$ cat config.mk
export PLATFORM = sky130hd
export DESIGN_NAME = keyword_number_ident_lexer_flat
export DESIGN_NICKNAME = d
export VERILOG_FILES = /design/src/hdl/kwnl_pkg.sv /design/src/hdl/kwnl_if.sv /design/src/hdl/kwnl_front.sv /design/src/hdl/kwnl_queue.sv /design/src/hdl/kwnl_back.sv /design/src/hdl/keyword_number_ident_lexer.sv /design/src/flat_wrapper.sv
export SDC_FILE = /design/constraint.sdc
export NUM_CORES = 1
export LEC_CHECK = 0
export ABC_CLOCK_PERIOD_IN_PS = 13100
export BUFFER_PORTS_ARGS = -buffer_cell sky130_fd_sc_hd__buf_2
export CORE_MARGIN = 3
export CORE_UTILIZATION = 67
export CTS_BUF_LIST = sky130_fd_sc_hd__clkbuf_4 sky130_fd_sc_hd__clkbuf_8 sky130_fd_sc_hd__clkbuf_16
export DETAILED_ROUTE_END_ITERATION = 10
export PLACE_DENSITY = 0.95
export SYNTH_ARGS = -nofsm -noshare
export SYNTH_HDL_FRONTEND = slang
export SYNTH_SLANG_ARGS = --single-unit
$ cat constraint.sdc
create_clock -name clk_i -period 13.1 [get_ports clk_i]
set_input_delay 1.31 -clock clk_i [delete_from_list [all_inputs] [get_ports clk_i]]
set_output_delay 1.31 -clock clk_i [all_outputs]
set_load 0.05 [all_outputs]
$ cat src/hdl/kwnl_pkg.sv
// Shared types, constants and character helpers for the keyword, number and identifier lexer.
`timescale 1ns / 1ps

package kwnl_pkg;

  localparam int unsigned OFFSET_BITS_DEF = 16;
  localparam int unsigned LENGTH_BITS_DEF = 12;
  localparam int unsigned QUEUE_DEPTH     = 4;
  localparam int unsigned QUEUE_AW        = $clog2(QUEUE_DEPTH);

  typedef enum logic [3:0] {
    KIND_END      = 4'd0,
    KIND_INT      = 4'd1,
    KIND_IF       = 4'd2,
    KIND_FLOAT    = 4'd3,
    KIND_VAR      = 4'd4,
    KIND_STAR     = 4'd5,
    KIND_SLASH    = 4'd6,
    KIND_MINUS    = 4'd7,
    KIND_PLUS     = 4'd8,
    KIND_EQ       = 4'd9,
    KIND_EQEQ     = 4'd10,
    KIND_INTLIT   = 4'd11,
    KIND_FLOATLIT = 4'd12,
    KIND_IDENT    = 4'd13,
    KIND_UNKNOWN  = 4'd14
  } kind_e;

  typedef struct packed {
    logic full;
    logic not_empty;
  } queue_status_t;

  localparam logic [7:0] CH_NUL   = 8'h00;
  localparam logic [7:0] CH_EOT   = 8'hFF;
  localparam logic [7:0] CH_SPACE = 8'h20;
  localparam logic [7:0] CH_TAB   = 8'h09;
  localparam logic [7:0] CH_NL    = 8'h0A;
  localparam logic [7:0] CH_HASH  = 8'h23;
  localparam logic [7:0] CH_STAR  = 8'h2A;
  localparam logic [7:0] CH_SLASH = 8'h2F;
  localparam logic [7:0] CH_MINUS = 8'h2D;
  localparam logic [7:0] CH_PLUS  = 8'h2B;
  localparam logic [7:0] CH_EQ    = 8'h3D;
  localparam logic [7:0] CH_DOT   = 8'h2E;
  localparam logic [7:0] CH_UNDER = 8'h5F;

  // Keyword recogniser progress codes.
  localparam logic [3:0] KW_NONE  = 4'd0;
  localparam logic [3:0] KW_I     = 4'd1;
  localparam logic [3:0] KW_IN    = 4'd2;
  localparam logic [3:0] KW_INT   = 4'd3;
  localparam logic [3:0] KW_IF    = 4'd4;
  localparam logic [3:0] KW_F     = 4'd5;
  localparam logic [3:0] KW_FL    = 4'd6;
  localparam logic [3:0] KW_FLO   = 4'd7;
  localparam logic [3:0] KW_FLOA  = 4'd8;
  localparam logic [3:0] KW_FLOAT = 4'd9;
  localparam logic [3:0] KW_V     = 4'd10;
  localparam logic [3:0] KW_VA    = 4'd11;
  localparam logic [3:0] KW_VAR   = 4'd12;
  localparam logic [3:0] KW_DEAD  = 4'd15;

  function automatic logic is_digit(input logic [7:0] c);
    return (c >= "0") && (c <= "9");
  endfunction

  function automatic logic is_alpha(input logic [7:0] c);
    return ((c >= "a") && (c <= "z")) || ((c >= "A") && (c <= "Z"));
  endfunction

  function automatic logic is_word(input logic [7:0] c);
    return is_alpha(c) || is_digit(c) || (c == CH_UNDER);
  endfunction

  function automatic logic [3:0] kw_first(input logic [7:0] c);
    logic [3:0] r;
    if (c == "i") r = KW_I;
    else if (c == "f") r = KW_F;
    else if (c == "v") r = KW_V;
    else r = KW_DEAD;
    return r;
  endfunction

  function automatic logic [3:0] kw_next(input logic [3:0] p, input logic [7:0] c);
    logic [3:0] r;
    r = KW_DEAD;
    unique case (p)
      KW_I:    r = (c == "n") ? KW_IN : ((c == "f") ? KW_IF : KW_DEAD);
      KW_IN:   r = (c == "t") ? KW_INT : KW_DEAD;
      KW_F:    r = (c == "l") ? KW_FL : KW_DEAD;
      KW_FL:   r = (c == "o") ? KW_FLO : KW_DEAD;
      KW_FLO:  r = (c == "a") ? KW_FLOA : KW_DEAD;
      KW_FLOA: r = (c == "t") ? KW_FLOAT : KW_DEAD;
      KW_V:    r = (c == "a") ? KW_VA : KW_DEAD;
      KW_VA:   r = (c == "r") ? KW_VAR : KW_DEAD;
      default: r = KW_DEAD;
    endcase
    return r;
  endfunction

  function automatic kind_e word_kind(input logic [3:0] p);
    kind_e k;
    unique case (p)
      KW_INT:   k = KIND_INT;
      KW_IF:    k = KIND_IF;
      KW_FLOAT: k = KIND_FLOAT;
      KW_VAR:   k = KIND_VAR;
      default:  k = KIND_IDENT;
    endcase
    return k;
  endfunction

endpackage

$ cat src/hdl/kwnl_if.sv
// Valid/ready channel interfaces for source bytes and tokens.
`timescale 1ns / 1ps

interface kwnl_char_if;
  logic       valid;
  logic       ready;
  logic [7:0] char_code;

  modport source (output valid, output char_code, input ready);
  modport sink (input valid, input char_code, output ready);
endinterface

interface kwnl_token_if #(
  parameter int unsigned OFFSET_BITS = kwnl_pkg::OFFSET_BITS_DEF,
  parameter int unsigned LENGTH_BITS = kwnl_pkg::LENGTH_BITS_DEF
);
  logic                   valid;
  logic                   ready;
  kwnl_pkg::kind_e        token_kind;
  logic [OFFSET_BITS-1:0] token_start;
  logic [LENGTH_BITS-1:0] token_length;
  logic                   last_of_run;

  modport source (output valid, output token_kind, output token_start,
                  output token_length, output last_of_run, input ready);
  modport sink (input valid, input token_kind, input token_start,
                input token_length, input last_of_run, output ready);
endinterface

$ cat src/hdl/kwnl_front.sv
// Scanner front end: accepts one byte per cycle while the token queue has room and forms the tokens that it completes.
`timescale 1ns / 1ps

module kwnl_front #(
  parameter int unsigned OFFSET_BITS = kwnl_pkg::OFFSET_BITS_DEF,
  parameter int unsigned LENGTH_BITS = kwnl_pkg::LENGTH_BITS_DEF,
  parameter type         tok_t       = logic,
  parameter type         rec_t       = logic
) (
  input  logic                    clk_i,
  input  logic                    rst_ni,
  input  logic                    in_valid_i,
  output logic                    in_ready_o,
  input  logic [7:0]              char_code_i,
  input  kwnl_pkg::queue_status_t q_status_i,
  output logic                    push_o,
  output rec_t                    push_rec_o
);

  typedef enum logic [2:0] {
    MODE_IDLE,
    MODE_IDENT,
    MODE_INT,
    MODE_FRAC,
    MODE_COMMENT,
    MODE_EQ
  } mode_e;

  mode_e                  mode_q, mode_d;
  logic [3:0]             kw_q, kw_d;
  logic [OFFSET_BITS-1:0] start_q, start_d;
  logic [LENGTH_BITS-1:0] len_q, len_d, len_grow;
  logic [OFFSET_BITS-1:0] pos_q, pos_d;

  logic       accept;
  logic       done;
  logic       emit0, emit1;
  tok_t       tok0, tok1;
  logic [7:0] c;

  assign c          = char_code_i;
  assign in_ready_o = !q_status_i.full;
  assign accept     = in_valid_i && in_ready_o;
  assign len_grow   = (len_q == {LENGTH_BITS{1'b1}}) ? len_q : len_q + LENGTH_BITS'(1);

  always_comb begin
    mode_d  = mode_q;
    kw_d    = kw_q;
    start_d = start_q;
    len_d   = len_q;
    pos_d   = pos_q + OFFSET_BITS'(1);
    done    = 1'b0;
    emit0   = 1'b0;
    emit1   = 1'b0;
    tok0    = '{kind: kwnl_pkg::KIND_IDENT, start: start_q, len: len_q};
    tok1    = '{kind: kwnl_pkg::KIND_UNKNOWN, start: pos_q, len: LENGTH_BITS'(1)};

    // Continue or close the pending token.
    unique case (mode_q)
      MODE_IDENT: begin
        if (kwnl_pkg::is_word(c)) begin
          kw_d  = kwnl_pkg::kw_next(kw_q, c);
          len_d = len_grow;
          done  = 1'b1;
        end else begin
          emit0     = 1'b1;
          tok0.kind = kwnl_pkg::word_kind(kw_q);
        end
      end
      MODE_INT: begin
        if (kwnl_pkg::is_digit(c)) begin
          len_d = len_grow;
          done  = 1'b1;
        end else if (c == kwnl_pkg::CH_DOT) begin
          len_d  = len_grow;
          mode_d = MODE_FRAC;
          done   = 1'b1;
        end else begin
          emit0     = 1'b1;
          tok0.kind = kwnl_pkg::KIND_INTLIT;
        end
      end
      MODE_FRAC: begin
        if (kwnl_pkg::is_digit(c)) begin
          len_d = len_grow;
          done  = 1'b1;
        end else begin
          emit0     = 1'b1;
          tok0.kind = kwnl_pkg::KIND_FLOATLIT;
        end
      end
      MODE_EQ: begin
        emit0 = 1'b1;
        if (c == kwnl_pkg::CH_EQ) begin
          tok0.kind = kwnl_pkg::KIND_EQEQ;
          tok0.len  = LENGTH_BITS'(2);
          mode_d    = MODE_IDLE;
          done      = 1'b1;
        end else begin
          tok0.kind = kwnl_pkg::KIND_EQ;
          tok0.len  = LENGTH_BITS'(1);
        end
      end
      default: begin
      end
    endcase

    // Treat the byte on its own.
    if (!done) begin
      if (mode_q != MODE_COMMENT) mode_d = MODE_IDLE;
      if ((c == kwnl_pkg::CH_NUL) || (c == kwnl_pkg::CH_EOT)) begin
        emit1     = 1'b1;
        tok1.kind = kwnl_pkg::KIND_END;
        tok1.len  = '0;
        mode_d    = MODE_IDLE;
        kw_d      = kwnl_pkg::KW_NONE;
        start_d   = '0;
        len_d     = '0;
        pos_d     = '0;
      end else if (mode_q == MODE_COMMENT) begin
        if (c == kwnl_pkg::CH_NL) mode_d = MODE_IDLE;
      end else if ((c == kwnl_pkg::CH_SPACE) || (c == kwnl_pkg::CH_TAB) ||
                   (c == kwnl_pkg::CH_NL)) begin
      end else if (c == kwnl_pkg::CH_HASH) begin
        mode_d = MODE_COMMENT;
      end else if (c == kwnl_pkg::CH_STAR) begin
        emit1     = 1'b1;
        tok1.kind = kwnl_pkg::KIND_STAR;
      end else if (c == kwnl_pkg::CH_SLASH) begin
        emit1     = 1'b1;
        tok1.kind = kwnl_pkg::KIND_SLASH;
      end else if (c == kwnl_pkg::CH_MINUS) begin
        emit1     = 1'b1;
        tok1.kind = kwnl_pkg::KIND_MINUS;
      end else if (c == kwnl_pkg::CH_PLUS) begin
        emit1     = 1'b1;
        tok1.kind = kwnl_pkg::KIND_PLUS;
      end else if (c == kwnl_pkg::CH_EQ) begin
        mode_d  = MODE_EQ;
        start_d = pos_q;
        len_d   = LENGTH_BITS'(1);
      end else if (kwnl_pkg::is_digit(c)) begin
        mode_d  = MODE_INT;
        start_d = pos_q;
        len_d   = LENGTH_BITS'(1);
      end else if (kwnl_pkg::is_alpha(c) || (c == kwnl_pkg::CH_UNDER)) begin
        mode_d  = MODE_IDENT;
        start_d = pos_q;
        len_d   = LENGTH_BITS'(1);
        kw_d    = kwnl_pkg::kw_first(c);
      end else begin
        emit1     = 1'b1;
        tok1.kind = kwnl_pkg::KIND_UNKNOWN;
      end
    end
  end

  always_comb begin
    push_o = accept && (emit0 || emit1);
    if (emit0) begin
      push_rec_o.first  = tok0;
      push_rec_o.second = tok1;
      push_rec_o.two    = emit1;
    end else begin
      push_rec_o.first  = tok1;
      push_rec_o.second = tok1;
      push_rec_o.two    = 1'b0;
    end
  end

  always_ff @(posedge clk_i or negedge rst_ni) begin
    if (!rst_ni) begin
      mode_q  <= MODE_IDLE;
      kw_q    <= kwnl_pkg::KW_NONE;
      start_q <= '0;
      len_q   <= '0;
      pos_q   <= '0;
    end else if (accept) begin
      mode_q  <= mode_d;
      kw_q    <= kw_d;
      start_q <= start_d;
      len_q   <= len_d;
      pos_q   <= pos_d;
    end
  end

endmodule

$ cat src/hdl/kwnl_queue.sv
// Short queue of token groups between the scanner and the output stage.
`timescale 1ns / 1ps

module kwnl_queue #(
  parameter type rec_t = logic
) (
  input  logic                    clk_i,
  input  logic                    rst_ni,
  input  logic                    push_i,
  input  rec_t                    push_rec_i,
  input  logic                    pop_i,
  output rec_t                    head_o,
  output kwnl_pkg::queue_status_t status_o
);

  localparam int unsigned AW = kwnl_pkg::QUEUE_AW;
  localparam int unsigned CW = AW + 1;

  rec_t          mem_q [kwnl_pkg::QUEUE_DEPTH];
  logic [AW-1:0] wr_q, rd_q;
  logic [CW-1:0] cnt_q;
  logic          do_push, do_pop;

  assign status_o.full      = (cnt_q == CW'(kwnl_pkg::QUEUE_DEPTH));
  assign status_o.not_empty = (cnt_q != '0);
  assign do_push            = push_i && !status_o.full;
  assign do_pop             = pop_i && status_o.not_empty;
  assign head_o             = mem_q[rd_q];

  always_ff @(posedge clk_i) begin
    if (do_push) mem_q[wr_q] <= push_rec_i;
  end

  always_ff @(posedge clk_i or negedge rst_ni) begin
    if (!rst_ni) begin
      wr_q  <= '0;
      rd_q  <= '0;
      cnt_q <= '0;
    end else begin
      if (do_push) wr_q <= (wr_q == AW'(kwnl_pkg::QUEUE_DEPTH - 1)) ? '0 : wr_q + AW'(1);
      if (do_pop) rd_q <= (rd_q == AW'(kwnl_pkg::QUEUE_DEPTH - 1)) ? '0 : rd_q + AW'(1);
      unique case ({do_push, do_pop})
        2'b10:   cnt_q <= cnt_q + CW'(1);
        2'b01:   cnt_q <= cnt_q - CW'(1);
        default: cnt_q <= cnt_q;
      endcase
    end
  end

endmodule

$ cat src/hdl/kwnl_back.sv
// Output stage: sends the tokens of each queued group one word at a time.
`timescale 1ns / 1ps

module kwnl_back #(
  parameter type tok_t = logic,
  parameter type rec_t = logic
) (
  input  logic                    clk_i,
  input  logic                    rst_ni,
  input  rec_t                    head_i,
  input  kwnl_pkg::queue_status_t q_status_i,
  output logic                    pop_o,
  output logic                    out_valid_o,
  input  logic                    out_ready_i,
  output tok_t                    out_tok_o,
  output logic                    out_last_o
);

  logic valid_q;
  tok_t tok_q;
  logic last_q;
  logic pend_q;
  tok_t pend_tok_q;
  logic slot_free;

  assign slot_free   = !valid_q || out_ready_i;
  assign pop_o       = slot_free && !pend_q && q_status_i.not_empty;
  assign out_valid_o = valid_q;
  assign out_tok_o   = tok_q;
  assign out_last_o  = last_q;

  always_ff @(posedge clk_i or negedge rst_ni) begin
    if (!rst_ni) begin
      valid_q <= 1'b0;
      pend_q  <= 1'b0;
    end else if (slot_free) begin
      if (pend_q) begin
        valid_q <= 1'b1;
        pend_q  <= 1'b0;
      end else if (q_status_i.not_empty) begin
        valid_q <= 1'b1;
        pend_q  <= head_i.two;
      end else begin
        valid_q <= 1'b0;
      end
    end
  end

  always_ff @(posedge clk_i) begin
    if (slot_free) begin
      if (pend_q) begin
        tok_q  <= pend_tok_q;
        last_q <= 1'b1;
      end else if (q_status_i.not_empty) begin
        tok_q      <= head_i.first;
        last_q     <= !head_i.two;
        pend_tok_q <= head_i.second;
      end
    end
  end

endmodule

$ cat src/hdl/keyword_number_ident_lexer.sv
// Top level of the streaming lexer for keywords, numbers and identifiers.
// Throughput: one source byte per cycle while the token queue has room; a byte that
// completes two tokens occupies the output register with each in turn, absorbed by
// the four-entry token queue. The first token of a byte passes through the queue to
// the output register; a second token from the same byte waits in a pending register.
// Reset (asynchronous, active low) returns the scanner to idle at offset zero and
// empties the queue and output register; no clearing pass is needed.
`timescale 1ns / 1ps

module keyword_number_ident_lexer #(
  parameter int unsigned OFFSET_BITS = kwnl_pkg::OFFSET_BITS_DEF,
  parameter int unsigned LENGTH_BITS = kwnl_pkg::LENGTH_BITS_DEF
) (
  input  logic         clk_i,
  input  logic         rst_ni,
  kwnl_char_if.sink    char_i,
  kwnl_token_if.source token_o
);

  typedef struct packed {
    kwnl_pkg::kind_e        kind;
    logic [OFFSET_BITS-1:0] start;
    logic [LENGTH_BITS-1:0] len;
  } tok_t;

  typedef struct packed {
    logic two;
    tok_t first;
    tok_t second;
  } rec_t;

  kwnl_pkg::queue_status_t q_status;
  logic                    push;
  rec_t                    push_rec;
  logic                    pop;
  rec_t                    head;
  tok_t                    out_tok;

  kwnl_front #(
    .OFFSET_BITS (OFFSET_BITS),
    .LENGTH_BITS (LENGTH_BITS),
    .tok_t       (tok_t),
    .rec_t       (rec_t)
  ) u_front (
    .clk_i       (clk_i),
    .rst_ni      (rst_ni),
    .in_valid_i  (char_i.valid),
    .in_ready_o  (char_i.ready),
    .char_code_i (char_i.char_code),
    .q_status_i  (q_status),
    .push_o      (push),
    .push_rec_o  (push_rec)
  );

  kwnl_queue #(
    .rec_t (rec_t)
  ) u_queue (
    .clk_i      (clk_i),
    .rst_ni     (rst_ni),
    .push_i     (push),
    .push_rec_i (push_rec),
    .pop_i      (pop),
    .head_o     (head),
    .status_o   (q_status)
  );

  kwnl_back #(
    .tok_t (tok_t),
    .rec_t (rec_t)
  ) u_back (
    .clk_i       (clk_i),
    .rst_ni      (rst_ni),
    .head_i      (head),
    .q_status_i  (q_status),
    .pop_o       (pop),
    .out_valid_o (token_o.valid),
    .out_ready_i (token_o.ready),
    .out_tok_o   (out_tok),
    .out_last_o  (token_o.last_of_run)
  );

  assign token_o.token_kind   = out_tok.kind;
  assign token_o.token_start  = out_tok.start;
  assign token_o.token_length = out_tok.len;

endmodule

$ cat src/flat_wrapper.sv
// flat-port wrapper written by rule: the top's interface ports become plain ports
module keyword_number_ident_lexer_flat 
#(
  parameter int unsigned OFFSET_BITS = kwnl_pkg::OFFSET_BITS_DEF,
  parameter int unsigned LENGTH_BITS = kwnl_pkg::LENGTH_BITS_DEF
)
  (clk_i, rst_ni, char_i_valid, char_i_char_code, char_i_ready, token_o_valid, token_o_token_kind, token_o_token_start, token_o_token_length, token_o_last_of_run, token_o_ready);
  kwnl_char_if char_i_i ();
  kwnl_token_if #(.OFFSET_BITS(OFFSET_BITS), .LENGTH_BITS(LENGTH_BITS)) token_o_i ();
  input  logic clk_i;
  input  logic rst_ni;
  input wire logic [$bits(char_i_i.valid)-1:0] char_i_valid;
  input wire logic [$bits(char_i_i.char_code)-1:0] char_i_char_code;
  output wire logic [$bits(char_i_i.ready)-1:0] char_i_ready;
  output wire logic [$bits(token_o_i.valid)-1:0] token_o_valid;
  output wire logic [$bits(token_o_i.token_kind)-1:0] token_o_token_kind;
  output wire logic [$bits(token_o_i.token_start)-1:0] token_o_token_start;
  output wire logic [$bits(token_o_i.token_length)-1:0] token_o_token_length;
  output wire logic [$bits(token_o_i.last_of_run)-1:0] token_o_last_of_run;
  input wire logic [$bits(token_o_i.ready)-1:0] token_o_ready;
  assign char_i_i.valid = char_i_valid;
  assign char_i_i.char_code = char_i_char_code;
  assign char_i_ready = char_i_i.ready;
  assign token_o_valid = token_o_i.valid;
  assign token_o_token_kind = token_o_i.token_kind;
  assign token_o_token_start = token_o_i.token_start;
  assign token_o_token_length = token_o_i.token_length;
  assign token_o_last_of_run = token_o_i.last_of_run;
  assign token_o_i.ready = token_o_ready;
  keyword_number_ident_lexer #(.OFFSET_BITS(OFFSET_BITS), .LENGTH_BITS(LENGTH_BITS)) u_core (.clk_i(clk_i), .rst_ni(rst_ni), .char_i(char_i_i), .token_o(token_o_i));
endmodule
# [Word level (Yosys, flattened, before mapping)]
# Memories as Yosys holds them, arrays and structs flattened.
# Cells that the tools add are included.
[totals] reg_bits=125 mem_bits_rw=260 mem_bits_ro=0 latch_bits=0 n_memories=1 out_inout_bits=35
[op_classes] n_reduce_logical=30 n_div=0 eq_ne=52 order_cmp=6 shift=0 n_addsub=6 mux=132 n_bitwise=2 mul=0
[mem_list] name="u_core.u_queue.mem_q" words=4 word_bits=65 read_ports=1 rd_clocked_by_memory_dff=0 wr=1 line="kwnl_queue.sv:19" rtl="rec_t mem_q [kwnl_pkg::QUEUE_DEPTH];"
[ops] op="12-bit 2-to-1 mux" n=18
[ops] op="16-bit 2-to-1 mux" n=13
[ops] op="4-bit 2-to-1 mux" n=30
[ops] op="8-bit by 7-bit == test with 1-bit output, second input constant" n=10
[ops] op="3-bit 2-to-1 mux" n=24
[ops] op="65-bit 2-to-1 mux" n=1
[ops] op="8-bit by 6-bit == test with 1-bit output, second input constant" n=8
[ops] op="32-bit 2-to-1 mux" n=2
[ops] op="12-bit one-hot mux with 3 select lines" n=1
[ops] op="4-bit one-hot mux with 4 select lines" n=2
[ops] op="4-bit one-hot mux with 8 select lines" n=1
[ops] op="1-bit 2-to-1 mux" n=31
[ops] op="4-bit == test, second input constant" n=5
[ops] op="16-bit by 1-bit adder with 16-bit output, second input constant" n=1
[ops] op="4-bit by 3-bit == test with 1-bit output, second input constant" n=4
[ops] op="8-bit by 4-bit == test with 1-bit output, second input constant" n=2
[ops] op="8-bit by 7-bit greater-or-equal comparator with 1-bit output, second input constant" n=2
[ops] op="8-bit by 7-bit less-or-equal comparator with 1-bit output, second input constant" n=2
[ops] op="2-bit inequality test, second input constant" n=7
[ops] op="12-bit by 1-bit adder with 12-bit output, second input constant" n=1
[ops] op="12-bit == test, second input constant" n=1
[ops] op="3-bit one-hot mux with 2 select lines" n=2
[ops] op="2-bit 2-to-1 mux" n=5
[ops] op="10-bit AND reduction" n=1
[ops] op="other kinds (25)" n=54

# [Longest topological paths before layout]
# Gate-level depths: netlist of run 1.
[logic_depth] ltp_word=21 depth_mapped=13 depth_no_buf=11

# [Modules after synthesis]
# Synthesis of run 1 repeated with hierarchy kept, for this count alone.
[hier_totals] cells_unflattened=1042 area_unflattened_um2=16577.1
[by_module_without_submodules] mod="kwnl_queue" area_each_um2=9836.9 n_inst=1 cells_per_inst=382
[by_module_without_submodules] mod="kwnl_front" area_each_um2=4155.2 n_inst=1 cells_per_inst=546
[by_module_without_submodules] mod="kwnl_back" area_each_um2=2585.0 n_inst=1 cells_per_inst=114

# [Worst setup path before layout of run 1]
# OpenSTA, ideal clock, no wires.
[synth_timing] kind="input-to-reg" start="input char_i_char_code[0]" end="memory u_core.u_queue.mem_q[0][0] in the netlist's numbering, enable pin" slack_ps=7431 setup_time_ps=466 required_ps=12634 stages=7 t_arrival_ps=5204 path_cell_list="buf_2 or4_1 a21oi_4 o21ai_0 nor2_1 a211oi_2 nor2_1"
[synth_between] elab_chain_cells=21 elab_cells_between_ends=57 classes_between="order compare (6); eq/ne (12); mux (25); reduce/logical (14)"
[synth_rtl] item="from (decl)" line="flat_wrapper.sv:13" rtl="input wire logic [$bits(char_i_i.char_code)-1:0] char_i_char_code;"
[synth_rtl] item="8-bit by 7-bit greater-or-equal comparator with 1-bit output / 8-bit by 7-bit less-or-equal comparator with 1-bit output (equally long branches)" line="kwnl_pkg.sv:69" rtl="return ((c >= \"a\") && (c <= \"z\")) || ((c >= \"A\") && (c <= \"Z\"));"
[synth_rtl] item="1-bit logical AND" line="kwnl_pkg.sv:69"
[synth_rtl] item="1-bit logical OR" line="kwnl_pkg.sv:69"
[synth_rtl] item="1-bit logical OR" line="kwnl_front.sv:146" rtl="end else if (kwnl_pkg::is_alpha(c) || (c == kwnl_pkg::CH_UNDER)) begin"
[synth_rtl] item="1-bit 2-to-1 mux" line="kwnl_front.sv:146"
[synth_rtl] item="1-bit 2-to-1 mux" line="kwnl_front.sv:142" rtl="end else if (kwnl_pkg::is_digit(c)) begin"
[synth_rtl] item="1-bit 2-to-1 mux" line="kwnl_front.sv:138" rtl="end else if (c == kwnl_pkg::CH_EQ) begin"
[synth_rtl] item="1-bit 2-to-1 mux" line="kwnl_front.sv:135" rtl="end else if (c == kwnl_pkg::CH_PLUS) begin"
[synth_rtl] item="[... 5 more ...]"
[synth_rtl] item="1-bit 2-to-1 mux" line="kwnl_front.sv:120" rtl="end else if (mode_q == MODE_COMMENT) begin"
[synth_rtl] item="1-bit 2-to-1 mux" line="kwnl_front.sv:111" rtl="if ((c == kwnl_pkg::CH_NUL) || (c == kwnl_pkg::CH_EOT)) begin"
[synth_rtl] item="1-bit 2-to-1 mux" line="kwnl_front.sv:109" rtl="if (!done) begin"
[synth_rtl] item="1-bit logical OR *" line="kwnl_front.sv:159" rtl="push_o = accept && (emit0 || emit1);"
[synth_rtl] item="1-bit logical AND *" line="kwnl_front.sv:159"
[synth_rtl] item="1-bit logical AND *" line="kwnl_queue.sv:26" rtl="assign do_push = push_i && !status_o.full;"
[synth_rtl] item="1-bit 2-to-1 mux *" line="kwnl_queue.sv:31" rtl="if (do_push) mem_q[wr_q] <= push_rec_i;"
[synth_rtl] item="1-bit 2-to-1 mux (not written as such) *" line="kwnl_queue.sv:31"
[synth_rtl] item="to (decl)" line="kwnl_queue.sv:19"
# Mark *: on every way between the ends. The rest lies on a longest branch, timed or not.

# [Worst setup path after layout of run 1]
[layout_timing] start="input char_i_char_code[1]" end="register u_core.u_queue.cnt_q[1]"
[layout_between] elab_chain_cells=21 elab_cells_between_ends=59 classes_between="order compare (6); eq/ne (14); mux (24); reduce/logical (15)"
[layout_rtl] item="8-bit by 7-bit greater-or-equal comparator with 1-bit output / 8-bit by 7-bit less-or-equal comparator with 1-bit output (equally long branches)" line="kwnl_pkg.sv:69"
[layout_rtl] item="1-bit logical AND" line="kwnl_pkg.sv:69"
[layout_rtl] item="1-bit logical OR" line="kwnl_pkg.sv:69"
[layout_rtl] item="1-bit logical OR" line="kwnl_front.sv:146"
[layout_rtl] item="1-bit 2-to-1 mux" line="kwnl_front.sv:146"
[layout_rtl] item="1-bit 2-to-1 mux" line="kwnl_front.sv:142"
[layout_rtl] item="1-bit 2-to-1 mux" line="kwnl_front.sv:138"
[layout_rtl] item="1-bit 2-to-1 mux" line="kwnl_front.sv:135"
[layout_rtl] item="[... 5 more ...]"
[layout_rtl] item="1-bit 2-to-1 mux" line="kwnl_front.sv:120"
[layout_rtl] item="1-bit 2-to-1 mux" line="kwnl_front.sv:111"
[layout_rtl] item="1-bit 2-to-1 mux" line="kwnl_front.sv:109"
[layout_rtl] item="1-bit logical OR *" line="kwnl_front.sv:159"
[layout_rtl] item="1-bit logical AND *" line="kwnl_front.sv:159"
[layout_rtl] item="1-bit logical AND *" line="kwnl_queue.sv:26"
[layout_rtl] item="2-bit by 1-bit == test with 1-bit output / 2-bit == test (equally long branches)" line="kwnl_queue.sv:42" rtl="unique case ({do_push, do_pop})"
[layout_rtl] item="3-bit one-hot mux with 2 select lines / 2-bit nonzero test (equally long branches)"
[layout_rtl] item="to (signal assigned)" line="kwnl_queue.sv:43" rtl="2'b10: cnt_q <= cnt_q + CW'(1);"
[layout_rtl] item="to (signal assigned)" line="kwnl_queue.sv:44" rtl="2'b01: cnt_q <= cnt_q - CW'(1);"
[layout_rtl] item="to (signal assigned)" line="kwnl_queue.sv:45" rtl="default: cnt_q <= cnt_q;"
[layout_rtl] item="to (decl)" line="kwnl_queue.sv:21" rtl="logic [CW-1:0] cnt_q;"
# Marks and branches as above.
# A chain may end at the register's enable or synchronous reset.

==> run_summary.xml, run 1 <==
<?xml version="1.0" encoding="UTF-8"?>
<metrics>
  <group name="power_and_ir_drop">
    <metric name="peakVddDrop" unit="mV">0.165</metric>
    <metric name="power_per_standard_cell_area" unit="nW/um2">235</metric>
    <metric name="leakagePower" unit="nW">5.55</metric>
    <metric name="switchingPower" unit="mW">1.35</metric>
    <metric name="power.share.sequential" unit="">0.449</metric>
    <metric name="internal_power" unit="mW">2.37</metric>
    <metric name="netSwitchingFraction" unit="">0.363</metric>
    <metric name="comb_power_share" unit="">0.317</metric>
    <metric name="clockPowerShare" unit="">0.234</metric>
  </group>
  <group name="routing">
    <metric name="dr.pass1.iters" unit="">7</metric>
    <metric name="drt-wirelength-per-cell" unit="um">29.9</metric>
    <metric name="vias" unit="">9565</metric>
    <metric name="drt_first_iter_violations" unit="">1904</metric>
    <metric name="via_density_per_instance" unit="">7.48</metric>
    <metric name="remaining_drc_errors" unit="">0</metric>
    <metric name="postRouteWirelength" unit="mm">38.2</metric>
    <metric name="drt.antenna.violating_nets" unit="">0</metric>
  </group>
  <group name="setup_path">
    <metric name="setup.worst_path.end_class" unit="">flip-flop</metric>
    <metric name="worst_path_dominant_cell_family" unit="">compound AO/OA/AOI/OAI gates</metric>
    <metric name="crit_path_cell_trace" unit="">buf_2 &gt; o21ai_0 &gt; a21oi_1 &gt; a21oi_1 &gt; nand2_1 &gt; a211oi_2 &gt; nand2b_1 &gt; ha_1 &gt; fa_1 &gt; mux2_2</metric>
    <metric name="worst-endpoint-arrival" unit="ps">6160</metric>
    <metric name="cp_num_buf_inv" unit="">1</metric>
    <metric name="critical_path.max_fanout" unit="">18</metric>
    <metric name="startpoint_type" unit="">input port</metric>
    <metric name="crit_slowest_cell" unit="">sky130_fd_sc_hd__a21oi_1</metric>
    <metric name="worst-r2r-setup-slack" unit="ps">8000</metric>
    <metric name="timing.critical_path.from" unit="">char_i_char_code[1]</metric>
    <metric name="cp_num_cells" unit="">10</metric>
    <metric name="reg2regPathDepth" unit="">9</metric>
    <metric name="timing.rr.start" unit="">u_core.u_front.mode_q[1]</metric>
    <metric name="crit_required" unit="ps">13530</metric>
    <metric name="rr_endpoint" unit="">u_core.u_queue.cnt_q[1]</metric>
    <metric name="critical-path-max-stage-delay" unit="ps">1050</metric>
    <metric name="critPathKind" unit="">input port to flip-flop</metric>
    <metric name="crit_path_end" unit="">u_core.u_queue.cnt_q[1]</metric>
    <metric name="critical_path_most_common_cell" unit="">sky130_fd_sc_hd__a21oi_1</metric>
  </group>
  <group name="global_routing">
    <metric name="grt_pass1_vias" unit="">9321</metric>
    <metric name="groute.usage.overall" unit="">0.328</metric>
    <metric name="initial_antenna_violation_count" unit="">0</metric>
    <metric name="grt_remaining_overflow" unit="">0</metric>
    <metric name="grt_max_degree" unit="">61</metric>
    <metric name="grt_pass1_wl" unit="mm">58.6</metric>
  </group>
  <group name="die">
    <metric name="dieWidth" unit="um">152</metric>
    <metric name="core_area" unit="um2">20600</metric>
    <metric name="die_y" unit="um">152</metric>
    <metric name="fp.dieArea" unit="um2">23200</metric>
    <metric name="initial_utilization" unit="">0.696</metric>
    <metric name="count_of_standard_cell_rows" unit="">52</metric>
    <metric name="io-pin-count" unit="">47</metric>
  </group>
  <group name="layout">
    <metric name="antenna_cells" unit="">0</metric>
    <metric name="most_used_cells_in_the_layout_excluding_fill_and_tap_cells" unit="">270 x sky130_fd_sc_hd__edfxtp_1, 58 x sky130_fd_sc_hd__dfrtp_1, 54 x sky130_fd_sc_hd__mux4_2</metric>
    <metric name="layout_commonest_cell" unit="">sky130_fd_sc_hd__edfxtp_1</metric>
    <metric name="layout.nets" unit="">1007</metric>
    <metric name="area_delta_synth_final" unit="%">9.91</metric>
    <metric name="layout.filler_cells" unit="">1016</metric>
    <metric name="fraction_of_layout_instances_using_a_drive_strength_above_1" unit="">0.220</metric>
  </group>
  <group name="yosys">
    <metric name="ranking_of_synthesized_cells_by_area" unit="">sky130_fd_sc_hd__edfxtp_1 57%, sky130_fd_sc_hd__dfrtp_1 10%, sky130_fd_sc_hd__mux4_2 8.5%</metric>
    <metric name="netlist_instances" unit="">953</metric>
    <metric name="synth_area_leader_cell" unit="">sky130_fd_sc_hd__edfxtp_1</metric>
    <metric name="postSynthNetCount" unit="">974</metric>
    <metric name="synth-edff-count" unit="">270</metric>
    <metric name="post_synth_num_cell_types" unit="">85</metric>
    <metric name="register_bit_total_from_synthesis" unit="">330</metric>
    <metric name="synthFlopType" unit="">sky130_fd_sc_hd__edfxtp_1</metric>
    <metric name="synth_top_cell_area_share" unit="">0.565</metric>
    <metric name="yosysSeqAreaShare" unit="">0.670</metric>
    <metric name="postSynth.asyncResetShare" unit="">0.182</metric>
    <metric name="yosys_warnings" unit="">0</metric>
    <metric name="mappedNetlistArea" unit="um2">14400</metric>
    <metric name="synth_area_per_cell" unit="um2">15.1</metric>
  </group>
  <group name="sta">
    <metric name="fin_skew" unit="ps">24.7</metric>
    <metric name="clock.fmax" unit="MHz">175</metric>
    <metric name="fin_tns_setup" unit="ps">0</metric>
    <metric name="final.min_clock_period" unit="ps">5730</metric>
    <metric name="final_worst_setup_slack" unit="ps">7370</metric>
    <metric name="hold_violations" unit="">0</metric>
    <metric name="finish_stage_setup_viols" unit="">0</metric>
    <metric name="rsz_0062_raised_after_global_routing" unit="">no</metric>
    <metric name="max_slew_margin_vs_limit" unit="">0.0702</metric>
    <metric name="worst-slew-pin-transition" unit="ps">1390</metric>
    <metric name="report.final.slew_viol_count" unit="">0</metric>
    <metric name="layout_worst_path_cycle_share" unit="">0.437</metric>
  </group>
  <group name="clock_tree">
    <metric name="clockRootBuffer" unit="">sky130_fd_sc_hd__clkbuf_16</metric>
    <metric name="clock_tree.htree_level_count" unit="">1</metric>
    <metric name="clock_tree_buffer_depth" unit="">3</metric>
    <metric name="clkLatencyLatePin" unit="ps">570</metric>
    <metric name="clkSinkCount" unit="">330</metric>
    <metric name="cts_hold_repair.buffers" unit="">0</metric>
    <metric name="cts-buffers-inserted" unit="">29</metric>
    <metric name="cts_setup_buffers" unit="">0</metric>
    <metric name="cts_tree" unit="">yes</metric>
    <metric name="post_cts_resize_count" unit="">0</metric>
    <metric name="worst_setup_hold_path_clk_slew" unit="ps">60</metric>
  </group>
  <group name="place">
    <metric name="dp_slack" unit="ps">7270</metric>
    <metric name="port_buffers" unit="">46</metric>
    <metric name="half_perimeter_wire_length_after_placement" unit="mm">21.8</metric>
    <metric name="place.gp.congestion" unit="">0.957</metric>
  </group>
  <group name="job">
    <metric name="drv.max_cap_violation_count" unit="">0</metric>
  </group>
  <group name="run_status">
    <metric name="status" unit="">finished clean</metric>
  </group>
  <group name="hold_path">
    <metric name="hold_class" unit="">flip-flop to flip-flop</metric>
  </group>
</metrics>
-- power groups by stage --
stage               Clock [mW]  Sequential [mW]  Combinational (mW)
finish                   0.869             1.67                1.18
global placement             0             1.62                1.06
detailed placement           0             1.66                1.12
global route             0.906             1.68                1.23
floorplan                    0             1.76               0.686
CTS                      0.864             1.66                1.17
-- registers in the layout (all words and copies together) (netlist names), 3 cells and up --
| name | cells |
|---|---|
| u_core.u_queue.mem_q | 216 |
| u_core.u_back.out_tok_o | 32 |
| u_core.u_back.pend_tok_q | 21 |
| u_core.u_front.pos_q | 16 |
| u_core.u_front.start_q | 16 |
| u_core.u_front.len_q | 12 |
| u_core.u_front.kw_q | 4 |
| u_core.u_front.mode_q | 3 |
| u_core.u_queue.cnt_q | 3 |
-- logic make-up after synthesis --
family          share of synthesized area
xor+xnor                          0.00977
mux                                 0.110
fa+ha+maj                         0.00837
flops                               0.670
compound gates                     0.0781
simple gates                        0.103
buf+inv                            0.0219
-- metal layers --
metal | vias up | global-route usage | wire (um)
met5 | - | 0 | 0
li1 | 3800 | - | -
met4 | 0 | 0.107 | 1680
met2 | 926 | 0.540 | 18700
met3 | 187 | 0.0594 | 4590
met1 | 4652 | 0.455 | 13300
-- synth_stat cells, drive strengths merged (18+ instances only) --
cell type	instances
edfxtp	270
dfrtp	60
mux4	54
nand2	54
o21ai	53
nand3	47
nor2	47
a21oi	35
clkbuf	35
mux2	29
nand4	29
buf	23
nor2b	18
-- metrics by stage --
stage               std cells  power [mW]   util  hold WS (ps)  area (um2)
CTS                      1278        3.69  0.765           534       15800
global placement         1225        2.68  0.719           497       14800
finish                   1278        3.71  0.765           537       15800
detailed placement       1225        2.79  0.719           521       14800
floorplan                 953        2.45      -           474       14400
global route             1278        3.82  0.765           565       15800
-- worst reg2reg max path: cells and delay by family, from the launching register on --
family	cells	cell delay [ps]
compound gates	2	1930
simple gates	3	1310
fa+ha+maj	2	690
flops	1	610
mux	1	270
buf+inv	1	180
-- worst min-delay path by stage --
stage                          startpoint                          end  depth (start not counted)
4_1_cts           u_core.u_queue.cnt_q[2]      u_core.u_queue.cnt_q[2]                          1
5_1_grt           u_core.u_queue.cnt_q[2]      u_core.u_queue.cnt_q[2]                          1
3_5_place_dp      u_core.u_queue.cnt_q[2]      u_core.u_queue.cnt_q[2]                          1
6_report          u_core.u_queue.cnt_q[2]      u_core.u_queue.cnt_q[2]                          1
2_1_floorplan     u_core.u_front.pos_q[7]  u_core.u_queue.mem_q[0][19]                          0
3_3_place_gp   u_core.u_front.start_q[11]   u_core.u_front.start_q[11]                          2
-- area by class of cell --
class / instances / area, um2 / share of cell area
clock buffers: 35 / 777 / 0.0493
clock inverters: 18 / 168 / 0.0106
inverters: 17 / 63.8 / 0.00405
multi-input cells: 548 / 4480 / 0.284
flip-flops and latches: 330 / 9610 / 0.610
well taps: 270 / 338 / 0.0214
repair buffers: 60 / 335 / 0.0213
(Power assumes the default switching activity.)
==> run 2, diff against run 1 <==
ABC_CLOCK_PERIOD_IN_PS = 4650   (was 13100)
CORE_UTILIZATION = 56   (was 67)
PLACE_DENSITY = 0.86   (was 0.95)
clock period = 4.65 ns   (was 13.1 ns; I/O delays follow)
==> run 2 against run 1 <==
  * Worst hold slack lost 220 ps
  * Largest cell class unchanged
  * Clock-buffer cell count fell by 3
  * Flip-flop and latch count is the same
  * Wire length decreased by 13%
  * Combinational power grew to 2.7 times the previous value
  * Clock skew decreased by 12 ps
  * Global-route usage is 8.9 points lower
  * Worst setup slack worse by 6300 ps
  * Critical path depth down 1
  * Register-to-register slack lost 6900 ps
  * Non-clock buffer count grew 4
==> run_summary.xml, run 2 (same netlist as run 1, synthesis figures left out) <==
<?xml version="1.0" encoding="UTF-8"?>
<metrics>
  <group name="run_status">
    <metric name="status" unit="">finished clean</metric>
  </group>
  <group name="layout">
    <metric name="multiInputGateArea" unit="um2">4480</metric>
    <metric name="layout_commonest_cell" unit="">sky130_fd_sc_hd__edfxtp_1</metric>
    <metric name="layout.core_utilization" unit="">0.651</metric>
    <metric name="layout.nets" unit="">1013</metric>
    <metric name="largest_reg_flops" unit="">216</metric>
    <metric name="antenna_cells" unit="">0</metric>
    <metric name="layout.filler_cells" unit="">1573</metric>
    <metric name="top_register" unit="">u_core.u_queue.mem_q</metric>
    <metric name="fraction_of_layout_instances_using_a_drive_strength_above_1" unit="">0.229</metric>
    <metric name="most_used_cells_in_the_layout_excluding_fill_and_tap_cells" unit="">270 x sky130_fd_sc_hd__edfxtp_1, 58 x sky130_fd_sc_hd__dfrtp_1, 54 x sky130_fd_sc_hd__mux4_2</metric>
    <metric name="area_delta_synth_final" unit="%">12.4</metric>
    <metric name="ff_latch_area" unit="um2">9610</metric>
  </group>
  <group name="global_routing">
    <metric name="grt_pass1_vias" unit="">8671</metric>
    <metric name="initial_antenna_violation_count" unit="">0</metric>
    <metric name="grt_pass1_wl" unit="mm">51.8</metric>
    <metric name="groute.layer.met3.usage" unit="">0.0424</metric>
    <metric name="grtUsageMet2" unit="">0.385</metric>
    <metric name="grt_remaining_overflow" unit="">0</metric>
    <metric name="grt_most_used_layer" unit="">met2</metric>
    <metric name="global_route.usage.met1" unit="">0.344</metric>
    <metric name="groute.usage.overall" unit="">0.239</metric>
    <metric name="grt_max_degree" unit="">55</metric>
  </group>
  <group name="setup_path">
    <metric name="reg2regPathDepth" unit="">9</metric>
    <metric name="startpoint_type" unit="">flip-flop</metric>
    <metric name="worst-r2r-setup-slack" unit="ps">1090</metric>
    <metric name="crit_path_end" unit="">u_core.u_queue.cnt_q[1]</metric>
    <metric name="timing.rr.start" unit="">u_core.u_front.mode_q[1]</metric>
    <metric name="cp_num_cells" unit="">9</metric>
    <metric name="setup.worst_path.end_class" unit="">flip-flop</metric>
    <metric name="cp_num_buf_inv" unit="">0</metric>
    <metric name="crit_required" unit="ps">5080</metric>
    <metric name="rr_endpoint" unit="">u_core.u_queue.cnt_q[1]</metric>
    <metric name="timing.critical_path.from" unit="">u_core.u_front.mode_q[1]</metric>
    <metric name="critical_path.max_fanout" unit="">10</metric>
    <metric name="crit_slowest_cell" unit="">sky130_fd_sc_hd__a211oi_2</metric>
    <metric name="critPathKind" unit="">flip-flop to flip-flop</metric>
    <metric name="worst-endpoint-arrival" unit="ps">3990</metric>
    <metric name="critical-path-max-stage-delay" unit="ps">730</metric>
    <metric name="crit_path_cell_trace" unit="">nor2_1 &gt; or2_2 &gt; a31oi_4 &gt; a21boi_4 &gt; a211oi_2 &gt; nand2b_1 &gt; ha_1 &gt; fa_1 &gt; mux2_2</metric>
    <metric name="worst_path_dominant_cell_family" unit="">compound AO/OA/AOI/OAI gates</metric>
  </group>
  <group name="routing">
    <metric name="drt.antenna.violating_nets" unit="">0</metric>
    <metric name="via_density_per_instance" unit="">6.57</metric>
    <metric name="remaining_drc_errors" unit="">0</metric>
    <metric name="vias" unit="">8800</metric>
    <metric name="drt_first_iter_violations" unit="">925</metric>
    <metric name="drt-wirelength-per-cell" unit="um">24.7</metric>
    <metric name="dr.pass1.iters" unit="">5</metric>
    <metric name="postRouteWirelength" unit="mm">33.1</metric>
  </group>
  <group name="sta">
    <metric name="clock.fmax" unit="MHz">281</metric>
    <metric name="finish_stage_setup_viols" unit="">0</metric>
    <metric name="hold_violations" unit="">0</metric>
    <metric name="worst-slew-pin-transition" unit="ps">1220</metric>
    <metric name="rsz_0062_raised_after_global_routing" unit="">no</metric>
    <metric name="layout_worst_path_cycle_share" unit="">0.765</metric>
    <metric name="report.final.slew_viol_count" unit="">0</metric>
    <metric name="fin_skew" unit="ps">12.8</metric>
    <metric name="final.min_clock_period" unit="ps">3560</metric>
    <metric name="max_slew_margin_vs_limit" unit="">0.174</metric>
  </group>
  <group name="die">
    <metric name="fp.dieArea" unit="um2">27600</metric>
    <metric name="core_area" unit="um2">24700</metric>
    <metric name="count_of_standard_cell_rows" unit="">57</metric>
    <metric name="io-pin-count" unit="">47</metric>
    <metric name="dieWidth" unit="um">166</metric>
    <metric name="initial_utilization" unit="">0.580</metric>
    <metric name="die_y" unit="um">166</metric>
  </group>
  <group name="clock_tree">
    <metric name="clock_tree_buffer_depth" unit="">3</metric>
    <metric name="cts_tree" unit="">yes</metric>
    <metric name="worst_setup_hold_path_clk_slew" unit="ps">70</metric>
    <metric name="clockRootBuffer" unit="">sky130_fd_sc_hd__clkbuf_16</metric>
    <metric name="cts-buffers-inserted" unit="">31</metric>
    <metric name="clkSinkCount" unit="">330</metric>
    <metric name="clock_tree.htree_level_count" unit="">1</metric>
    <metric name="clkLatencyLatePin" unit="ps">550</metric>
  </group>
  <group name="place">
    <metric name="place.gp.congestion" unit="">0.922</metric>
    <metric name="port_buffers" unit="">46</metric>
    <metric name="half_perimeter_wire_length_after_placement" unit="mm">20.0</metric>
  </group>
  <group name="job">
    <metric name="drv.max_cap_violation_count" unit="">0</metric>
  </group>
  <group name="hold_path">
    <metric name="hold_class" unit="">input port to flip-flop</metric>
  </group>
  <group name="power_and_ir_drop">
    <metric name="internal_power" unit="mW">7.06</metric>
    <metric name="report.power.total" unit="mW">10.7</metric>
    <metric name="leakagePower" unit="nW">5.67</metric>
    <metric name="peakVddDrop" unit="mV">0.610</metric>
    <metric name="clockPowerShare" unit="">0.264</metric>
    <metric name="comb_power_share" unit="">0.295</metric>
    <metric name="netSwitchingFraction" unit="">0.340</metric>
    <metric name="power.share.sequential" unit="">0.441</metric>
    <metric name="power_per_standard_cell_area" unit="nW/um2">663</metric>
    <metric name="switchingPower" unit="mW">3.64</metric>
  </group>
</metrics>
## run 2: power by group through the flow
stage | combinational (mW) | clock [mW] | sequential [mW]
2_1_floorplan | 1.93 | 0 | 4.97
3_3_place_gp | 2.97 | 0 | 4.66
3_5_place_dp | 3.08 | 0 | 4.74
4_1_cts | 3.15 | 2.85 | 4.72
5_1_grt | 3.35 | 2.97 | 4.80
6_report | 3.15 | 2.82 | 4.72
## run 2: repair_timing
item	4_1_cts	5_1_grt
endpoints found under the hold margin	3	0
hold buffers	1	0
setup buffers	0	0
resized for setup	0	0
## run 2: worst min path at each step
stage / depth (start not counted) / start / slack (ps) / to
floorplan: 0 / rst_ni / 170 / u_core.u_back.out_valid_o
global placement: 2 / u_core.u_front.start_q[15] / 500 / u_core.u_front.start_q[15]
detailed placement: 2 / u_core.u_front.start_q[11] / 510 / u_core.u_front.start_q[11]
CTS: 3 / token_o_ready / 300 / u_core.u_back.out_valid_o
global route: 3 / token_o_ready / 330 / u_core.u_back.out_valid_o
finish: 3 / token_o_ready / 310 / u_core.u_back.out_valid_o
## run 2: area by class of cell
cell class	count	share of cell area
inverters	17	0.00396
repair buffers	64	0.0251
clock inverters	25	0.0232
flip-flops and latches	330	0.596
clock buffers	32	0.0486
well taps	324	0.0251
multi-input cells	548	0.278
## run 2: worst register-to-register path: stages, from the launching register on
cell,delay [ps]
sky130_fd_sc_hd__dfrtp_1,590
sky130_fd_sc_hd__nor2_1,170
sky130_fd_sc_hd__or2_2,350
sky130_fd_sc_hd__a31oi_4,320
sky130_fd_sc_hd__a21boi_4,130
sky130_fd_sc_hd__a211oi_2,730
sky130_fd_sc_hd__nand2b_1,210
sky130_fd_sc_hd__ha_1,230
sky130_fd_sc_hd__fa_1,440
sky130_fd_sc_hd__mux2_2,280
## run 2: per-stage QoR
step	area, um2	setup TNS (ps)	cells	hold WS, ps	setup slack, ps
3_5_place_dp	15000	0	1282	508	743
6_report	16100	0	1340	314	1090
4_1_cts	16100	0	1340	295	1150
5_1_grt	16100	0	1340	331	967
2_1_floorplan	14400	-37660	953	169	-174
3_3_place_gp	15000	0	1282	497	912
## run 2: per-layer routing
metal | up-vias | share of wire
met5 | - | 0
met1 | 4479 | 0.40
met4 | 0 | 0.022
li1 | 3812 | -
met2 | 453 | 0.49
met3 | 56 | 0.085
==> run 3, diff against run 2 <==
ABC_CLOCK_PERIOD_IN_PS = 2900   (was 4650)
clock period = 2.9 ns   (was 4.65 ns; I/O delays follow)
==> run 3 against run 2 <==
  * Utilization up 1.5 points
  * Clock power up 45%
  * First-iteration DRC count up 11%
  * Flip-flop and latch count unchanged
  * Final area up 2.2%
  * Worst hold slack worse by 120 ps
  * Final cell count up 3.8%
  * Worst setup slack worse by 830 ps
  * Wire length up 0.23%
  * Critical endpoint unchanged
  * Highest routed layer unchanged
==> run_summary.xml, run 3 (same netlist as run 1, synthesis figures left out) <==
<?xml version="1.0" encoding="UTF-8"?>
<metrics>
  <group name="clock_tree">
    <metric name="worst_setup_hold_path_clk_slew" unit="ps">70</metric>
    <metric name="post_cts_resize_count" unit="">0</metric>
    <metric name="cts_setup_buffers" unit="">0</metric>
    <metric name="cts-buffers-inserted" unit="">30</metric>
    <metric name="clock_tree_buffer_depth" unit="">3</metric>
    <metric name="clockRootBuffer" unit="">sky130_fd_sc_hd__clkbuf_16</metric>
    <metric name="clkSinkCount" unit="">330</metric>
    <metric name="clkLatencyLatePin" unit="ps">570</metric>
    <metric name="clock_tree.htree_level_count" unit="">1</metric>
    <metric name="cts_tree" unit="">yes</metric>
  </group>
  <group name="global_routing">
    <metric name="grt_max_degree" unit="">55</metric>
    <metric name="grt_pass1_vias" unit="">9156</metric>
    <metric name="grt_pass1_wl" unit="mm">52.6</metric>
    <metric name="groute.usage.overall" unit="">0.241</metric>
    <metric name="initial_antenna_violation_count" unit="">0</metric>
    <metric name="grt_remaining_overflow" unit="">0</metric>
  </group>
  <group name="routing">
    <metric name="dr.pass1.iters" unit="">5</metric>
    <metric name="vias" unit="">9002</metric>
    <metric name="drt.antenna.violating_nets" unit="">0</metric>
    <metric name="via_density_per_instance" unit="">6.47</metric>
    <metric name="remaining_drc_errors" unit="">0</metric>
    <metric name="drt_first_iter_violations" unit="">1028</metric>
    <metric name="drt-wirelength-per-cell" unit="um">23.8</metric>
    <metric name="postRouteWirelength" unit="mm">33.2</metric>
  </group>
  <group name="power_and_ir_drop">
    <metric name="report.power.total" unit="mW">16.9</metric>
    <metric name="power_per_standard_cell_area" unit="nW/um2">1020</metric>
    <metric name="peakVddDrop" unit="mV">0.754</metric>
    <metric name="leakagePower" unit="nW">5.89</metric>
  </group>
  <group name="layout">
    <metric name="layout_commonest_cell" unit="">sky130_fd_sc_hd__edfxtp_1</metric>
    <metric name="layout.core_utilization" unit="">0.666</metric>
    <metric name="final_cells" unit="">1391</metric>
    <metric name="largest_reg_flops" unit="">216</metric>
    <metric name="design_area" unit="um2">16500</metric>
    <metric name="area_delta_synth_final" unit="%">14.9</metric>
    <metric name="layout.nets" unit="">1063</metric>
    <metric name="most_used_cells_in_the_layout_excluding_fill_and_tap_cells" unit="">270 x sky130_fd_sc_hd__edfxtp_1, 58 x sky130_fd_sc_hd__buf_4, 58 x sky130_fd_sc_hd__dfrtp_1</metric>
    <metric name="fraction_of_layout_instances_using_a_drive_strength_above_1" unit="">0.265</metric>
    <metric name="top_register" unit="">u_core.u_queue.mem_q</metric>
  </group>
  <group name="place">
    <metric name="placement.cell_area" unit="um2">15400</metric>
    <metric name="dp_slack" unit="ps">-115</metric>
    <metric name="place.gp.congestion" unit="">0.979</metric>
    <metric name="dp_cells" unit="">1333</metric>
    <metric name="half_perimeter_wire_length_after_placement" unit="mm">19.8</metric>
    <metric name="port_buffers" unit="">46</metric>
  </group>
  <group name="job">
    <metric name="drv.max_cap_violation_count" unit="">0</metric>
  </group>
  <group name="sta">
    <metric name="clock.fmax" unit="MHz">380</metric>
    <metric name="rsz_0062_raised_after_global_routing" unit="">no</metric>
    <metric name="report.final.slew_viol_count" unit="">0</metric>
    <metric name="layout_worst_path_cycle_share" unit="">0.908</metric>
    <metric name="final.min_clock_period" unit="ps">2630</metric>
    <metric name="max_slew_margin_vs_limit" unit="">0.320</metric>
    <metric name="hold_violations" unit="">0</metric>
    <metric name="final_worst_setup_slack" unit="ps">266</metric>
    <metric name="fin_skew" unit="ps">29.1</metric>
    <metric name="finish_stage_setup_viols" unit="">0</metric>
    <metric name="worst-slew-pin-transition" unit="ps">1020</metric>
  </group>
  <group name="hold_path">
    <metric name="min-delay-start" unit="">token_o_ready</metric>
    <metric name="min_path_cells" unit="">3</metric>
    <metric name="hold_class" unit="">input port to flip-flop</metric>
    <metric name="hold_path_end" unit="">u_core.u_back.out_valid_o</metric>
  </group>
  <group name="die">
    <metric name="count_of_standard_cell_rows" unit="">57</metric>
    <metric name="initial_utilization" unit="">0.580</metric>
    <metric name="io-pin-count" unit="">47</metric>
    <metric name="die_y" unit="um">166</metric>
    <metric name="dieWidth" unit="um">166</metric>
    <metric name="fp.dieArea" unit="um2">27600</metric>
    <metric name="core_area" unit="um2">24700</metric>
  </group>
  <group name="setup_path">
    <metric name="crit_required" unit="ps">3340</metric>
    <metric name="startpoint_type" unit="">flip-flop</metric>
    <metric name="cp_num_cells" unit="">10</metric>
    <metric name="cp_num_buf_inv" unit="">2</metric>
    <metric name="setup.worst_path.end_class" unit="">flip-flop</metric>
    <metric name="worst-r2r-setup-slack" unit="ps">270</metric>
    <metric name="worst-endpoint-arrival" unit="ps">3070</metric>
    <metric name="crit_path_cell_trace" unit="">buf_4 &gt; inv_1 &gt; nand3_1 &gt; a31oi_4 &gt; a21boi_4 &gt; a211oi_4 &gt; nand2b_1 &gt; ha_2 &gt; fa_1 &gt; mux2_2</metric>
    <metric name="timing.rr.start" unit="">u_core.u_front.mode_q[0]</metric>
    <metric name="reg2regPathDepth" unit="">10</metric>
    <metric name="critPathKind" unit="">flip-flop to flip-flop</metric>
    <metric name="critical-path-max-stage-delay" unit="ps">460</metric>
    <metric name="critical_path.max_fanout" unit="">6</metric>
    <metric name="crit_slowest_cell" unit="">sky130_fd_sc_hd__dfrtp_1</metric>
    <metric name="rr_endpoint" unit="">u_core.u_queue.cnt_q[1]</metric>
    <metric name="worst_path_dominant_cell_family" unit="">adder cells</metric>
  </group>
  <group name="run_status">
    <metric name="status" unit="">finished clean</metric>
  </group>
</metrics>
-- run 3: how the worst max path moves through the flow --
| stage | startpoint | end | slack (ps) |
|---|---|---|---|
| after CTS | u_core.u_front.mode_q[0] | u_core.u_queue.cnt_q[1] | 270 |
| after global placement | char_i_char_code[6] | u_core.u_queue.cnt_q[1] | -40 |
| after floorplan | char_i_char_code[4] | u_core.u_queue.cnt_q[1] | -340 |
| after global routing | u_core.u_front.mode_q[0] | u_core.u_queue.cnt_q[1] | 140 |
| after detailed placement | char_i_char_code[6] | u_core.u_queue.cnt_q[1] | -120 |
| final | u_core.u_front.mode_q[0] | u_core.u_queue.cnt_q[1] | 270 |
-- run 3: stage by stage --
step	TNS (ps)	hold slack [ps]
final	0	189
after global routing	0	204
after floorplan	-51610	-5.59
after detailed placement	-154	403
after CTS	0	178
after global placement	-36.5	407
-- run 3: power breakdown --
| group | total (mW) | internal, mW | switching [mW] |
|---|---|---|---|
| registers | 7.35 | 6.66 | 0.688 |
| logic | 5.44 | 2.08 | 3.37 |
| clock network | 4.08 | 2.38 | 1.70 |
-- run 3: worst register-to-register path: stages (launching register included) --
cell and delay [ps]:
sky130_fd_sc_hd__dfrtp_1 460, sky130_fd_sc_hd__buf_4 190, sky130_fd_sc_hd__inv_1 110, sky130_fd_sc_hd__nand3_1 140
sky130_fd_sc_hd__a31oi_4 250, sky130_fd_sc_hd__a21boi_4 90, sky130_fd_sc_hd__a211oi_4 250, sky130_fd_sc_hd__nand2b_1 160
sky130_fd_sc_hd__ha_2 200, sky130_fd_sc_hd__fa_1 420, sky130_fd_sc_hd__mux2_2 260
-- run 3: cell type report --
class                           count  area (um2)
Sequential cell                   330        9610
Clock inverter                     16         195
Fill cell                        1568        8260
Timing Repair Buffer              115         876
Tap cell                          324         405
Antenna cell                        1        2.50
Clock buffer                       40         832
Multi-Input combinational cell    548        4500
Inverter                           17        63.8
-- run 3: per-layer routing --
metal,vias to the layer above,wire (um),share of wire,global-route usage
met5,-,0,0,0
met4,0,818,0.025,0.0788
met3,71,2780,0.084,0.0298
met2,530,16600,0.50,0.400
met1,4492,13000,0.39,0.339
li1,3909,-,-,-
-- run 3: what timing repair did --
item                       CTS  global route
hold buffers                 1             0
hold endpoints to repair    29             0
setup endpoints to repair    0             0
